## src/hdl/joystick_direction_button_events_assert.svh

```systemverilog
// Assertion macros for the joystick event block.
// Included by joystick_direction_button_events.sv; expects aclk and aresetn in scope.
`ifndef JOYSTICK_DIRECTION_BUTTON_EVENTS_ASSERT_SVH
`define JOYSTICK_DIRECTION_BUTTON_EVENTS_ASSERT_SVH

// Same-cycle implication, checked outside reset.
`define JDBE_ASSERT_NOW(label, cond, expect_expr, msg) \
    label: assert property (@(posedge aclk) disable iff (!aresetn) \
        (cond) |-> (expect_expr)) else $error(msg);

// Next-cycle implication, checked outside reset.
`define JDBE_ASSERT_NEXT(label, cond, expect_expr, msg) \
    label: assert property (@(posedge aclk) disable iff (!aresetn) \
        (cond) |=> (expect_expr)) else $error(msg);

`endif

```

## src/hdl/jdbe_pkg.sv

```systemverilog
// Shared types and constants for the joystick direction / button event block.
// No dependencies; used by joystick_direction_button_events.sv.
package jdbe_pkg;

    // Default parameter values
    localparam int SAMPLE_BITS_DEF = 12;
    localparam int TIME_BITS_DEF   = 32;

    // Register widths (fixed)
    localparam int CENTER_W = 12;
    localparam int DZ_W     = 12;
    localparam int MS_W     = 16;
    localparam int CFG_IDX_W  = 3;
    localparam int CFG_DATA_W = 16;

    // Reset values of the configuration registers
    localparam logic [CENTER_W-1:0] CENTER_RST    = 12'd1800;
    localparam logic [DZ_W-1:0]     DEADZONE_RST  = 12'd700;
    localparam logic [MS_W-1:0]     REPEAT_RST    = 16'd250;
    localparam logic [MS_W-1:0]     DEBOUNCE_RST  = 16'd30;
    localparam logic [MS_W-1:0]     LONG_RST      = 16'd500;

    // Register indexes on the write port
    typedef enum logic [CFG_IDX_W-1:0] {
        CFG_STICK_DISABLED = 3'd0,
        CFG_CENTER_VALUE   = 3'd1,
        CFG_DEADZONE       = 3'd2,
        CFG_REPEAT_MS      = 3'd3,
        CFG_DEBOUNCE_MS    = 3'd4,
        CFG_LONG_PRESS_MS  = 3'd5
    } cfg_index_t;

    // Result codes
    localparam int EVENT_W = 3;
    typedef enum logic [EVENT_W-1:0] {
        EV_NONE  = 3'd0,
        EV_UP    = 3'd1,
        EV_DOWN  = 3'd2,
        EV_LEFT  = 3'd3,
        EV_RIGHT = 3'd4,
        EV_SHORT = 3'd5,
        EV_LONG  = 3'd6
    } event_t;

endpackage

```

## src/hdl/joystick_direction_button_events.sv

```systemverilog
// Top level of the joystick direction / button event block.
// Depends on jdbe_pkg.sv and joystick_direction_button_events_assert.svh.
//
// One poll per transaction on the s_ stream (two axis ADC codes, the raw
// button pin and a millisecond timestamp) gives exactly one event code on
// the m_ stream: none, up, down, left, right, short press or long press.
// Throughput is one poll per clock while m_tready is high; a poll passes
// the input register, then the result register. A poll sits in the input
// register, the decision logic reads it together with the held state and
// writes both the new state and the event code at the same edge, so the
// next poll already sees the updated state. The input register takes a poll
// whenever it is empty, or when it hands its own poll on in that same cycle;
// with both registers full and m_tready low, s_tready drops.
// Both axes are centred on center_value; the larger deviation wins (vertical
// on a tie) and must strictly exceed deadzone. A new direction reports once
// and repeats each time more than repeat_ms pass while held; a return to
// centre clears the direction silently. A poll that reports a direction
// leaves the button logic untouched. The button level must be stable for
// more than debounce_ms; release gives a short press unless a long press
// (held more than long_press_ms) was already reported. Timestamps wrap.
// stick_disabled=1 answers every poll with none and freezes all state.
// The user must write configuration via cfg_wr_en/cfg_index/cfg_data only
// while idle; not enforced. Indexes beyond the register list are ignored.
module joystick_direction_button_events #(
    parameter int SAMPLE_BITS = jdbe_pkg::SAMPLE_BITS_DEF,
    parameter int TIME_BITS   = jdbe_pkg::TIME_BITS_DEF
) (
    input  logic                               aclk,
    input  logic                               aresetn,
    // poll input
    input  logic                               s_tvalid,
    output logic                               s_tready,
    // [vertical_sample, horizontal_sample, button_level, now_ms, zero pad]
    input  logic [((2*SAMPLE_BITS+1+TIME_BITS+7)/8)*8-1:0] s_tdata,
    // event output
    output logic                               m_tvalid,
    input  logic                               m_tready,
    // [event_code, zero pad]
    output logic [7:0]                         m_tdata,
    // configuration writes
    input  logic                               cfg_wr_en,
    input  logic [jdbe_pkg::CFG_IDX_W-1:0]     cfg_index,
    input  logic [jdbe_pkg::CFG_DATA_W-1:0]    cfg_data
);

    localparam int V_LO    = 0;
    localparam int H_LO    = SAMPLE_BITS;
    localparam int BTN_POS = 2*SAMPLE_BITS;
    localparam int NOW_LO  = 2*SAMPLE_BITS + 1;
    // signed deviation width: room for sample minus centre plus negation
    localparam int DEV_W = ((SAMPLE_BITS > jdbe_pkg::CENTER_W) ?
                            SAMPLE_BITS : jdbe_pkg::CENTER_W) + 2;

    // ---------------- configuration registers ----------------
    logic                           stick_disabled_reg;
    logic [jdbe_pkg::CENTER_W-1:0]  center_reg;
    logic [jdbe_pkg::DZ_W-1:0]      deadzone_reg;
    logic [jdbe_pkg::MS_W-1:0]      repeat_reg;
    logic [jdbe_pkg::MS_W-1:0]      debounce_reg;
    logic [jdbe_pkg::MS_W-1:0]      long_press_reg;

    always_ff @(posedge aclk) begin
        if (!aresetn) begin
            stick_disabled_reg <= 1'b0;
            center_reg         <= jdbe_pkg::CENTER_RST;
            deadzone_reg       <= jdbe_pkg::DEADZONE_RST;
            repeat_reg         <= jdbe_pkg::REPEAT_RST;
            debounce_reg       <= jdbe_pkg::DEBOUNCE_RST;
            long_press_reg     <= jdbe_pkg::LONG_RST;
        end else if (cfg_wr_en) begin
            case (cfg_index)
                jdbe_pkg::CFG_STICK_DISABLED: stick_disabled_reg <= cfg_data[0];
                jdbe_pkg::CFG_CENTER_VALUE:
                    center_reg <= cfg_data[jdbe_pkg::CENTER_W-1:0];
                jdbe_pkg::CFG_DEADZONE:
                    deadzone_reg <= cfg_data[jdbe_pkg::DZ_W-1:0];
                jdbe_pkg::CFG_REPEAT_MS:     repeat_reg     <= cfg_data;
                jdbe_pkg::CFG_DEBOUNCE_MS:   debounce_reg   <= cfg_data;
                jdbe_pkg::CFG_LONG_PRESS_MS: long_press_reg <= cfg_data;
                default: ;
            endcase
        end
    end

    // ---------------- handshake / pipeline control ----------------
    logic in_valid_reg, in_valid_next;
    logic out_valid_reg, out_valid_next;
    logic advance;   // input register moves into the result register
    logic s_accept;

    assign advance  = in_valid_reg && (!out_valid_reg || m_tready);
    assign s_tready = !in_valid_reg || !out_valid_reg || m_tready;
    assign s_accept = s_tvalid && s_tready;

    always_comb begin
        in_valid_next = in_valid_reg;
        if (s_accept) begin
            in_valid_next = 1'b1;
        end else if (advance) begin
            in_valid_next = 1'b0;
        end
        out_valid_next = out_valid_reg;
        if (advance) begin
            out_valid_next = 1'b1;
        end else if (m_tready) begin
            out_valid_next = 1'b0;
        end
    end

    always_ff @(posedge aclk) begin
        if (!aresetn) begin
            in_valid_reg  <= 1'b0;
            out_valid_reg <= 1'b0;
        end else begin
            in_valid_reg  <= in_valid_next;
            out_valid_reg <= out_valid_next;
        end
    end

    // ---------------- input register ----------------
    logic [SAMPLE_BITS-1:0] v_sample_reg;
    logic [SAMPLE_BITS-1:0] h_sample_reg;
    logic                   button_reg;
    logic [TIME_BITS-1:0]   now_reg;

    always_ff @(posedge aclk) begin
        if (s_accept) begin
            v_sample_reg <= s_tdata[V_LO +: SAMPLE_BITS];
            h_sample_reg <= s_tdata[H_LO +: SAMPLE_BITS];
            button_reg   <= s_tdata[BTN_POS];
            now_reg      <= s_tdata[NOW_LO +: TIME_BITS];
        end
    end

    // ---------------- direction decision ----------------
    logic signed [DEV_W-1:0] dev_v, dev_h, mag_v, mag_h, dz_pos, dz_neg;
    jdbe_pkg::event_t        dir;

    always_comb begin
        dev_v  = $signed(DEV_W'(v_sample_reg)) - $signed(DEV_W'(center_reg));
        dev_h  = $signed(DEV_W'(h_sample_reg)) - $signed(DEV_W'(center_reg));
        mag_v  = dev_v[DEV_W-1] ? -dev_v : dev_v;
        mag_h  = dev_h[DEV_W-1] ? -dev_h : dev_h;
        dz_pos = $signed(DEV_W'(deadzone_reg));
        dz_neg = -dz_pos;
        dir    = jdbe_pkg::EV_NONE;
        if (mag_h > mag_v) begin
            if (dev_h > dz_pos) begin
                dir = jdbe_pkg::EV_RIGHT;
            end else if (dev_h < dz_neg) begin
                dir = jdbe_pkg::EV_LEFT;
            end
        end else begin
            // vertical wins ties
            if (dev_v > dz_pos) begin
                dir = jdbe_pkg::EV_DOWN;
            end else if (dev_v < dz_neg) begin
                dir = jdbe_pkg::EV_UP;
            end
        end
    end

    // ---------------- state ----------------
    jdbe_pkg::event_t     last_dir_reg, last_dir_next;
    logic [TIME_BITS-1:0] dir_time_reg, dir_time_next;
    logic                 stable_reg, stable_next;
    logic                 prev_level_reg, prev_level_next;
    logic [TIME_BITS-1:0] change_time_reg, change_time_next;
    logic [TIME_BITS-1:0] press_time_reg, press_time_next;
    logic                 long_rep_reg, long_rep_next;
    jdbe_pkg::event_t     out_event_reg, out_event_next;

    // wrapped time differences against the held timestamps
    logic [TIME_BITS-1:0] el_dir, el_change, el_press;
    logic                 repeat_due, debounce_ok, long_due;

    assign el_dir      = now_reg - dir_time_reg;
    assign el_change   = now_reg - change_time_reg;
    assign el_press    = now_reg - press_time_reg;
    assign repeat_due  = el_dir > TIME_BITS'(repeat_reg);
    // a level change in this poll restarts the debounce window at zero
    assign debounce_ok = (button_reg == prev_level_reg) &&
                         (el_change > TIME_BITS'(debounce_reg));
    assign long_due    = el_press > TIME_BITS'(long_press_reg);

    always_comb begin
        last_dir_next    = last_dir_reg;
        dir_time_next    = dir_time_reg;
        stable_next      = stable_reg;
        prev_level_next  = prev_level_reg;
        change_time_next = change_time_reg;
        press_time_next  = press_time_reg;
        long_rep_next    = long_rep_reg;
        out_event_next   = jdbe_pkg::EV_NONE;

        if (!stick_disabled_reg) begin
            if (dir != last_dir_reg) begin
                last_dir_next = dir;
                dir_time_next = now_reg;
            end
            if (dir != jdbe_pkg::EV_NONE &&
                (dir != last_dir_reg || repeat_due)) begin
                // new or repeated direction; button is skipped this poll
                dir_time_next  = now_reg;
                out_event_next = dir;
            end else begin
                if (button_reg != prev_level_reg) begin
                    change_time_next = now_reg;
                    prev_level_next  = button_reg;
                end
                if (debounce_ok && button_reg != stable_reg) begin
                    stable_next = button_reg;
                    if (!button_reg) begin
                        press_time_next = now_reg;
                        long_rep_next   = 1'b0;
                    end else if (!long_rep_reg) begin
                        out_event_next = jdbe_pkg::EV_SHORT;
                    end
                end else if (!stable_reg && !long_rep_reg && long_due) begin
                    long_rep_next  = 1'b1;
                    out_event_next = jdbe_pkg::EV_LONG;
                end
            end
        end
    end

    always_ff @(posedge aclk) begin
        if (!aresetn) begin
            last_dir_reg    <= jdbe_pkg::EV_NONE;
            dir_time_reg    <= '0;
            stable_reg      <= 1'b1;
            prev_level_reg  <= 1'b1;
            change_time_reg <= '0;
            press_time_reg  <= '0;
            long_rep_reg    <= 1'b0;
        end else if (advance) begin
            last_dir_reg    <= last_dir_next;
            dir_time_reg    <= dir_time_next;
            stable_reg      <= stable_next;
            prev_level_reg  <= prev_level_next;
            change_time_reg <= change_time_next;
            press_time_reg  <= press_time_next;
            long_rep_reg    <= long_rep_next;
        end
    end

    // result register (payload, no reset needed)
    always_ff @(posedge aclk) begin
        if (advance) begin
            out_event_reg <= out_event_next;
        end
    end

    assign m_tvalid = out_valid_reg;
    assign m_tdata  = {{(8-jdbe_pkg::EVENT_W){1'b0}}, out_event_reg};

    // ---------------- assertions ----------------
    // decoded result register for the checks below
    logic none_out, long_out, dir_out;

    assign none_out = (out_event_reg == jdbe_pkg::EV_NONE);
    assign long_out = out_valid_reg && (out_event_reg == jdbe_pkg::EV_LONG);
    assign dir_out  = out_valid_reg && ((out_event_reg == jdbe_pkg::EV_UP) ||
                                        (out_event_reg == jdbe_pkg::EV_DOWN) ||
                                        (out_event_reg == jdbe_pkg::EV_LEFT) ||
                                        (out_event_reg == jdbe_pkg::EV_RIGHT));

`include "joystick_direction_button_events_assert.svh"

    `JDBE_ASSERT_NEXT(a_disabled_none, advance && stick_disabled_reg, none_out, "disabled event")
    `JDBE_ASSERT_NOW(a_long_flag_event, $rose(long_rep_reg), long_out, "long flag, no event")
    `JDBE_ASSERT_NOW(a_dir_held, dir_out, last_dir_reg == out_event_reg, "direction mismatch")
    `JDBE_ASSERT_NOW(a_ready_when_empty, !out_valid_reg, s_tready, "stalled while empty")

endmodule

```

## config.mk

```make
export PLATFORM = sky130hd
export DESIGN_NAME = joystick_direction_button_events
export DESIGN_NICKNAME = d
export VERILOG_FILES = /design/src/hdl/jdbe_pkg.sv /design/src/hdl/joystick_direction_button_events.sv
export VERILOG_INCLUDE_DIRS = /design/src /design/src/hdl
export SDC_FILE = /design/constraint.sdc
export NUM_CORES = 1
export LEC_CHECK = 0
export BUFFER_PORTS_ARGS = -buffer_cell sky130_fd_sc_hd__buf_2
export CORE_ASPECT_RATIO = 1.25
export CORE_UTILIZATION = 63
export DETAILED_ROUTE_END_ITERATION = 7
export PLACE_DENSITY = 0.82
export SETUP_SLACK_MARGIN = 0.05
export SKIP_CTS_REPAIR_TIMING = 1
export SLEW_MARGIN = 20
export SYNTH_ARGS = -nofsm -noshare
export SYNTH_HDL_FRONTEND = slang
export SYNTH_SLANG_ARGS = --single-unit
```

## constraint.sdc

```tcl
create_clock -name aclk -period 7.4 [get_ports aclk]
set_clock_uncertainty 0.05 [all_clocks]
set_input_delay 0.74 -clock aclk [delete_from_list [all_inputs] [get_ports aclk]]
set_output_delay 0.74 -clock aclk [all_outputs]
set_load 0.005 [all_outputs]
```

Word level (Yosys, flattened, before mapping)
Index checks and enable logic that the tools add are counted.
- memory bits (read-only): 0
- bits in writable memories: 0
- memories kept: 0
- register bits after elaboration: 237
- output and inout port bits: 10
- latch bits: 0
- logic and storage cells: 103
- eq/ne operators: 10
- reductions and logical operators: 33
- bitwise logic cells: 3
- shifts and indexed selects: 0
- $lt $le $gt $ge: 8
- divide/modulo/power cells: 0
- $mul: 0
- $add $sub $neg: 8
- muxes and demuxes: 21
- operators with widths (cell ; count):
    > comparator 32 x 16 -> 1 bit ; 3
    subtractor 32 bit ; 3
    2-to-1 mux 32 bit ; 2
    < comparator 13 x 14 -> 1 bit ; 2
    2-to-1 mux 14 bit ; 2
    negator 13 -> 14 bit ; 2
    > comparator 13 bit ; 2
    subtractor 12 x 12 -> 13 bit ; 2
    2-to-1 mux 3 bit ; 7
    > comparator 14 bit ; 1
    negator 12 -> 14 bit ; 1
    AND reduction 2 bit ; 6
    AND reduction 5 bit ; 2
    2-to-1 mux 1 bit ; 8
    AND reduction 4 bit ; 2
    nonzero test 2 bit ; 4
    logical AND 1 bit ; 7
    equality test 3 x 2 -> 1 bit, second input constant ; 2
    equality test 3 bit, second input constant ; 2
    AND reduction 3 bit ; 2
    zero test 1 bit ; 4
    logical OR 1 bit ; 4
    2-to-1 mux 2 bit ; 2
    equality test 3 x 1 -> 1 bit, second input constant ; 1
    other kinds (7) ; 10

Depth between registers and ports, before layout
Gate-level depths: netlist of run 1.
- depth in word-level cells: 10
- gate-level depth with buffers: 27
- mapped depth without buffers: 25

Worst setup path before layout of run 1
No wires, ideal clock.
- kind: register -> register
- start point: register v_sample_reg[0]
- end point: register press_time_reg[28]
- stages on the path, launching flop included: 26
- arrival time: 6.177 ns
- period minus slack after synthesis: 6.360 ns
- path slack: 1.040 ns
- data required time: 7.218 ns
- path buffers: 1
- cells stage by stage: edfxtp_1 inv_1 ha_1 fa_1 nand2b_1 a21oi_1 o21a_1 nor2_1 xnor2_1 or3_1 a211oi_1 nand3_1 or4_1 ha_1 nand4_1 a211oi_1 a2bb2oi_1 a21bo_2 a211oi_1 xor2_1 or4_1 a2111o_4 a211o_1 buf_2 o21ai_0 a21oi_1
- cells in the longest elaborated chain, start to end: 10
- elaborated cells between the ends (all ways): 15
- those cells by class: 2 x add/sub; 3 x order compare; 1 x eq/ne; 4 x mux; 1 x bitwise; 4 x reduce/logical
- RTL lines (element ; line ; text):
    start, declared ; joystick_direction_button_events.sv:121 ; logic [SAMPLE_BITS-1:0] v_sample_reg;
    start signal, assigned ; joystick_direction_button_events.sv:128 ; v_sample_reg <= s_tdata[V_LO +: SAMPLE_BITS];
    subtractor 12 x 12 -> 13 bit (*) ; joystick_direction_button_events.sv:140 ; dev_v = $signed(DEV_W'(v_sample_reg)) - $signed(DEV_W'(center_reg));
    negator 13 -> 14 bit or < comparator 13 x 14 -> 1 bit (tied branches) ; joystick_direction_button_events.sv:142, joystick_direction_button_events.sv:157 ;
    2-to-1 mux 14 bit or 2-to-1 mux 1 bit (tied branches) ; joystick_direction_button_events.sv:142, joystick_direction_button_events.sv:157 ;
    > comparator 14 bit or 2-to-1 mux 2 bit (tied branches) ; joystick_direction_button_events.sv:147, joystick_direction_button_events.sv:155 ;
    2-to-1 mux 3 bit (*) ; joystick_direction_button_events.sv:147 ; if (mag_h > mag_v) begin
    != test 3 bit ; joystick_direction_button_events.sv:202 ; (dir != last_dir_reg || repeat_due)) begin
    logical OR 1 bit ; joystick_direction_button_events.sv:202 ;
    logical AND 1 bit (*) ; joystick_direction_button_events.sv:201 ; if (dir != jdbe_pkg::EV_NONE &&
    NOT 1 bit (no line) (*) ; n/a ;
    AND reduction 5 bit (no line) (*) ; n/a ;
    end signal, assigned ; joystick_direction_button_events.sv:242 ; press_time_reg <= press_time_next;
    end, declared ; joystick_direction_button_events.sv:169 ; logic [TIME_BITS-1:0] press_time_reg, press_time_next;
Mark *: on every way between the ends. The rest lies on a longest branch, timed or not.
A chain may end at the register's enable or synchronous reset.

Final worst setup path of run 1
- start point: register h_sample_reg[0]
- end point: register change_time_reg[7]
- cells in the longest elaborated chain, start to end: 10
- elaborated cells between the ends (all ways): 15
- those cells by class: 2 x add/sub; 3 x order compare; 1 x eq/ne; 4 x mux; 1 x bitwise; 4 x reduce/logical
- RTL lines (element ; line ; text):
    start, declared ; joystick_direction_button_events.sv:122 ; logic [SAMPLE_BITS-1:0] h_sample_reg;
    start signal, assigned ; joystick_direction_button_events.sv:129 ; h_sample_reg <= s_tdata[H_LO +: SAMPLE_BITS];
    subtractor 12 x 12 -> 13 bit (*) ; joystick_direction_button_events.sv:141 ; dev_h = $signed(DEV_W'(h_sample_reg)) - $signed(DEV_W'(center_reg));
    negator 13 -> 14 bit or < comparator 13 x 14 -> 1 bit (tied branches) ; joystick_direction_button_events.sv:143, joystick_direction_button_events.sv:150 ;
    2-to-1 mux 14 bit or 2-to-1 mux 2 bit (tied branches) ; joystick_direction_button_events.sv:143, joystick_direction_button_events.sv:150 ;
    > comparator 14 bit or 2-to-1 mux 3 bit (tied branches) ; joystick_direction_button_events.sv:147, joystick_direction_button_events.sv:148 ;
    2-to-1 mux 3 bit (*) ; joystick_direction_button_events.sv:147 ;
    != test 3 bit ; joystick_direction_button_events.sv:202 ;
    logical OR 1 bit ; joystick_direction_button_events.sv:202 ;
    logical AND 1 bit (*) ; joystick_direction_button_events.sv:201 ;
    NOT 1 bit (no line) (*) ; n/a ;
    AND reduction 4 bit (no line) (*) ; n/a ;
    end signal, assigned ; joystick_direction_button_events.sv:241 ; change_time_reg <= change_time_next;
    end, declared ; joystick_direction_button_events.sv:168 ; logic [TIME_BITS-1:0] change_time_reg, change_time_next;
Marked as above.

==> results of run 1 <==
path summary, 6_finish.rpt:
path	from	to	slack [ns]	cells past startpoint
worst min register to register	debounce_reg[10]	debounce_reg[10]	0.41	2
worst max-delay path	h_sample_reg[0]	change_time_reg[7]	0.43	26
worst min-delay path	s_tdata[48]	now_reg[23]	0.31	1
worst max register to register	h_sample_reg[0]	change_time_reg[7]	0.43	26
cell type report:
type | count | share of cell area [%]
Multi-Input combinational cell | 1797 | 60.19
Timing Repair Buffer | 102 | 2.823
Tap cell | 396 | 2.446
Antenna cell | 1 | 0.01235
Clock inverter | 7 | 0.4323
Sequential cell | 237 | 26.39
Inverter | 223 | 4.132
Clock buffer | 38 | 3.576
stage by stage:
step           hold WS (ns)  power [µW]
3_3_place_gp         0.3929        2657
4_1_cts              0.2898        3953
2_1_floorplan        0.3863        2352
6_report             0.3074        3971
3_5_place_dp         0.3968        2694
5_1_grt              0.2962        4160
Yosys cell counts (5+ instances only):
cell	count	area, µm²
nand2_1	332	1246
ha_1	231	2890
a21oi_1	229	1146
inv_1	221	829.6
dfxtp_1	177	3543
nor2_1	127	476.7
o21ai_0	89	445.4
nand3_1	81	405.4
mux2i_1	77	770.7
xnor2_1	66	578.1
clkbuf_1	64	240.2
edfxtp_1	60	1802
o211ai_1	56	420.4
xor2_1	38	332.8
nor3_1	36	180.2
nand4_1	34	212.7
a21o_1	32	240.2
o21ai_1	26	130.1
nor2b_1	25	156.4
nand2b_1	24	150.1
o21a_1	23	172.7
a211oi_1	22	165.2
and3_1	18	112.6
a31oi_1	16	100.1
and2_1	13	81.33
nor4_1	13	81.33
o2111ai_1	13	113.9
o21bai_1	12	90.09
o31ai_1	12	90.09
or3_1	12	75.07
a211o_1	9	78.83
buf_2	9	45.04
buf_4	8	60.06
a21boi_0	7	52.55
and4_1	7	61.31
a311oi_1	6	52.55
a41oi_1	6	52.55
fa_1	5	100.1
o221ai_1	5	43.79
or2_2	5	31.28
or4_1	5	37.54
kinds of logic after synthesis:
| family | Yosys count | synth area share [%] |
|---|---|---|
| mux | 79 | 4.240 |
| fa+ha+maj | 236 | 15.98 |
| compound gates | 624 | 21.41 |
| other cells | 2 | 0.04014 |
| buf+inv | 309 | 6.540 |
| flops | 237 | 28.57 |
| simple gates | 747 | 18.34 |
| xor+xnor | 104 | 4.869 |
per-layer routing:
| metal | GRT usage, % | wire (µm) |
|---|---|---|
| met1 | 41.19 | 21320 |
| met5 | 0 | 0 |
| met4 | 19.21 | 3079 |
| met2 | 62.71 | 26600 |
| met3 | 4.950 | 3611 |
report_power, final:
group          switching, µW  internal, µW  total, µW  leakage [µW]
registers               52.6          1390       1440       0.00202
clock network            547           717       1260      0.000399
logic                    778           485       1260       0.00593
==> metrics, run 1 <==
htree depth=1; first-pass GRT wire length=85460 µm; Vias per Instance=6.245; CTS tree=yes; die span in x=156.1 µm; Most used DFF post-synth=dfxtp_1; WP buf/inv=4; fin crit period=6.970 ns; Hold Path Class=in2reg; clk_lat worst skew=0.55 ns; status=complete, no violations; most frequent cells in the layout=nand2_1 (332), ha_1 (231), a21oi_1 (229), inv_1 (221), dfxtp_1 (177); crit-path max FO=32; P_leak=0.008348 µW; RD Place Congestion=0.9650; most common cell after layout, fill and taps aside=nand2_1; Slew Viols, Final=0; Clock Tree Buf Depth=3; Hold Violations, Final=0; residual DRC count=0; CTS Buf Count=25; dpl ws=0.2501 ns; Setup crit end kind=flop; critical path class=reg2reg; Fmax achieved=0.1435 GHz; CP max stage delay=0.52 ns; Netlist cell types=84; Post-Route Setup TNS=0 ns; RSZ-0062 raised after global routing=no; routed wire length=54610 µm; Routed WL per cell=19.50 µm; Warnings, synthesis=0; Tcrit/Tclk final=94.19%; largest net degree at the start of global routing=83; GRT Total Usage=35.57%; Finished Layout Cells=2801; die area=30390 µm²; Syn Inst Count=2338; syn_area_per_cell=8.002 µm²; IO Count=98; Cell Area, Synth=18710 µm²; final instance area=20260 µm²; Slew headroom=36.83%; #FFs+latches synth=237; crit start category=flop; area of the core=29250 µm²; drt pass-1 iters=6; placed instance count=2753; area grow syn2layout=8.279%; initial antenna violation count=1; Power Density=196.0 nW/µm²; fin worst setup slack=0.4301 ns; Maximum Capacitance Violations=0; final net count=2710; sequential area share after synthesis=28.57%; buffers added on ports=85; Placed Area=19390 µm²; Clock Sinks=237; Worst VDD drop=0.0002228 V; Reg area=5345 µm²; HPWL after DPL=42400 µm; Clock Tree Root=clkbuf_16; number of global-route vias before repair=16700; die extent in y=194.7 µm; post-route ant nets=0; actual slew at the worst max-slew pin=0.9475 ns; area of the multi-input gates=12190 µm²; final core occ=69.25%; Initial Util=63.96%; Rows=70; Async SR Flop Fraction=0%; endpoints failing setup=0; layout cells sized above 1=7.404%; Crit path max-delay family=compound AO/OA/AOI/OAI gates; Crit path arrival time=7.32 ns; grt ovf=0; DR vias=17490; clk slew on worst S/H paths=0.06 ns; Initial DRC Count=1345; Fill cells=2422; Post-synth EDFFs=60; CP required=7.75 ns; CP max stage cell=a2111o_4
No activity file was read; power rests on OpenSTA's default activity.
==> inputs of run 2 (changes only) <==
--- a/config.mk
+++ b/config.mk
@@ -8,9 +8,9 @@
 export LEC_CHECK = 0
 export BUFFER_PORTS_ARGS = -buffer_cell sky130_fd_sc_hd__buf_2
 export CORE_ASPECT_RATIO = 1.25
-export CORE_UTILIZATION = 63
+export CORE_UTILIZATION = 68
 export DETAILED_ROUTE_END_ITERATION = 7
-export PLACE_DENSITY = 0.82
+export PLACE_DENSITY = 0.87
 export SETUP_SLACK_MARGIN = 0.05
 export SKIP_CTS_REPAIR_TIMING = 1
 export SLEW_MARGIN = 20
==> constraint.sdc (replaced) <==
create_clock -name aclk -period 8.65 [get_ports aclk]
set_clock_uncertainty 0.05 [all_clocks]
set_input_delay 0.865 -clock aclk [delete_from_list [all_inputs] [get_ports aclk]]
set_output_delay 0.865 -clock aclk [all_outputs]
set_load 0.005 [all_outputs]
==> run 2 against run 1 <==
Critical path depth shrank 1. Worst hold slack better by 0.10 ns. Clock power decreased by 8%. Combinational power shrank 15%. First-iteration DRC count shrank 0.45%. Via count increased by 0.98%. Worst setup slack better by 0.62 ns. Critical endpoint is now change_time_reg[29].
==> metrics, run 2 (synthesized netlist as in run 1, its figures left out) <==
Hold Path Class=reg2reg; Worst VDD drop=0.0001605 V; RD Place Congestion=0.9700; Crit path arrival time=8.00 ns; DR vias=17660; Clock Sinks=237; Tcrit/Tclk final=87.83%; area of the core=26910 µm²; die extent in y=187.5 µm; final net count=2699; CP max stage cell=a2111oi_1; CTS Buf Count=25; buffers added on ports=85; Fmax achieved=0.1316 GHz; R2R Path Start=h_sample_reg[0]; Placed Area=19250 µm²; Maximum Capacitance Violations=0; Setup crit end kind=flop; clk slew on worst S/H paths=0.07 ns; Slew headroom=29.42%; max layer used=met4; die span in x=150.4 µm; worst reg2reg setup slack=1.05 ns; Power Density=171.9 nW/µm²; Critical Path Stages=25; Initial DRC Count=1339; CP required=9.06 ns; M1 wire length=20760 µm; most frequent cells in the layout=nand2_1 (332), ha_1 (231), a21oi_1 (229), inv_1 (221), dfxtp_1 (177); largest net degree at the start of global routing=75; crit start category=flop; clk_lat worst skew=0.56 ns; post-route ant nets=0; residual DRC count=0; CTS tree=yes; RSZ-0062 raised after global routing=no; final hold slack=0.4095 ns; Rows=67; fin crit period=7.597 ns; area grow syn2layout=7.697%; status=complete, no violations; IO Count=98; Slew Viols, Final=0; P_leak=0.008333 µW; first-pass GRT wire length=86550 µm; reg2reg path depth=25; htree depth=1; CP max stage delay=0.75 ns; critical path class=reg2reg; HPWL after DPL=42200 µm; final instance area=20150 µm²; Clock Tree Buf Depth=3; routed wire length=54310 µm; Routed WL per cell=19.83 µm; # diodes=0; drt pass-1 iters=7; Post-Route Setup TNS=0 ns; number of global-route vias before repair=17040; Worst Setup SP=h_sample_reg[0]; Vias per Instance=6.449; endpoints failing setup=0; R2R Path End=change_time_reg[29]; most common cell after layout, fill and taps aside=nand2_1; die area=28190 µm²; GRT Total Usage=38.67%; grt ovf=0; Initial Util=69.53%; critical path capture point=change_time_reg[29]; met2 routed WL=26440 µm; initial antenna violation count=0; WP buf/inv=2; layout cells sized above 1=7.101%; Clock Tree Root=clkbuf_16; Hold Violations, Final=0; final core occ=74.88%; crit-path max FO=32; Crit path max-delay family=compound AO/OA/AOI/OAI gates; actual slew at the worst max-slew pin=1.055 ns; metal3 WL=3939 µm; worst hold start=debounce_reg[9]
run 2: changes by cell type in the layout (fill, tap and decap cells not counted), moves of 3 or more:
cell,delta
buf_4,-9
clkbuf_1,-7
clkbuf_8,-5
clkinv_2,+4
o21ai_0,+3
run 2: per-layer routing:
metal / vias to the layer above / global-route usage [%]
li1: 8423 / -
met1: 8290 / 44.36
met2: 734 / 68.10
met3: 217 / 5.976
met4: 0 / 20.36
met5: - / 0
run 2: final cells by class:
class	count	area [µm²]
flip-flops and latches	237	5345
repair buffers	91	473.0
fillers	2022	6760
multi-input cells	1797	12180
inverters	223	837.1
well taps	345	431.7
clock inverters	18	201.4
clock buffers	28	679.4
run 2: stage by stage:
step,setup slack (ns),cells,total power (µW)
2_1_floorplan,2.290,2343,2012
3_3_place_gp,1.223,2693,2258
3_5_place_dp,0.9757,2693,2292
4_1_cts,0.9219,2739,3436
5_1_grt,0.2736,2739,3620
6_report,1.053,2739,3464
run 2: power breakdown:
part / internal, µW / switching (µW)
Clock: 666 / 494
Sequential: 1190 / 44.5
Combinational: 404 / 665
run 2: worst register-to-register path: stages (launching register included):
cell	delay, ns
edfxtp_1	0.50
inv_1	0.08
ha_1	0.21
fa_1	0.41
nor2b_1	0.19
o31ai_2	0.13
a2111oi_1	0.75
o21ai_0	0.17
nand2b_1	0.12
a21oi_1	0.09
xnor2_1	0.54
inv_1	0.16
a31oi_1	0.20
xor2_1	0.09
ha_1	0.32
nand4_1	0.19
a211oi_1	0.23
a2bb2oi_1	0.18
a21bo_2	0.26
a211oi_1	0.45
xor2_1	0.14
or4_1	0.56
a2111o_4	0.42
a21oi_2	0.30
nand2_4	0.41
mux2i_1	0.34
run 2: worst min-delay path by stage:
| stage | to | slack, ns | cells past startpoint |
|---|---|---|---|
| 3_3_place_gp | long_press_reg[1] | 0.39 | 2 |
| 6_report | debounce_reg[9] | 0.41 | 2 |
| 5_1_grt | change_time_reg[27] | 0.43 | 2 |
| 2_1_floorplan | center_reg[11] | 0.39 | 2 |
| 3_5_place_dp | debounce_reg[12] | 0.40 | 2 |
| 4_1_cts | debounce_reg[12] | 0.41 | 2 |
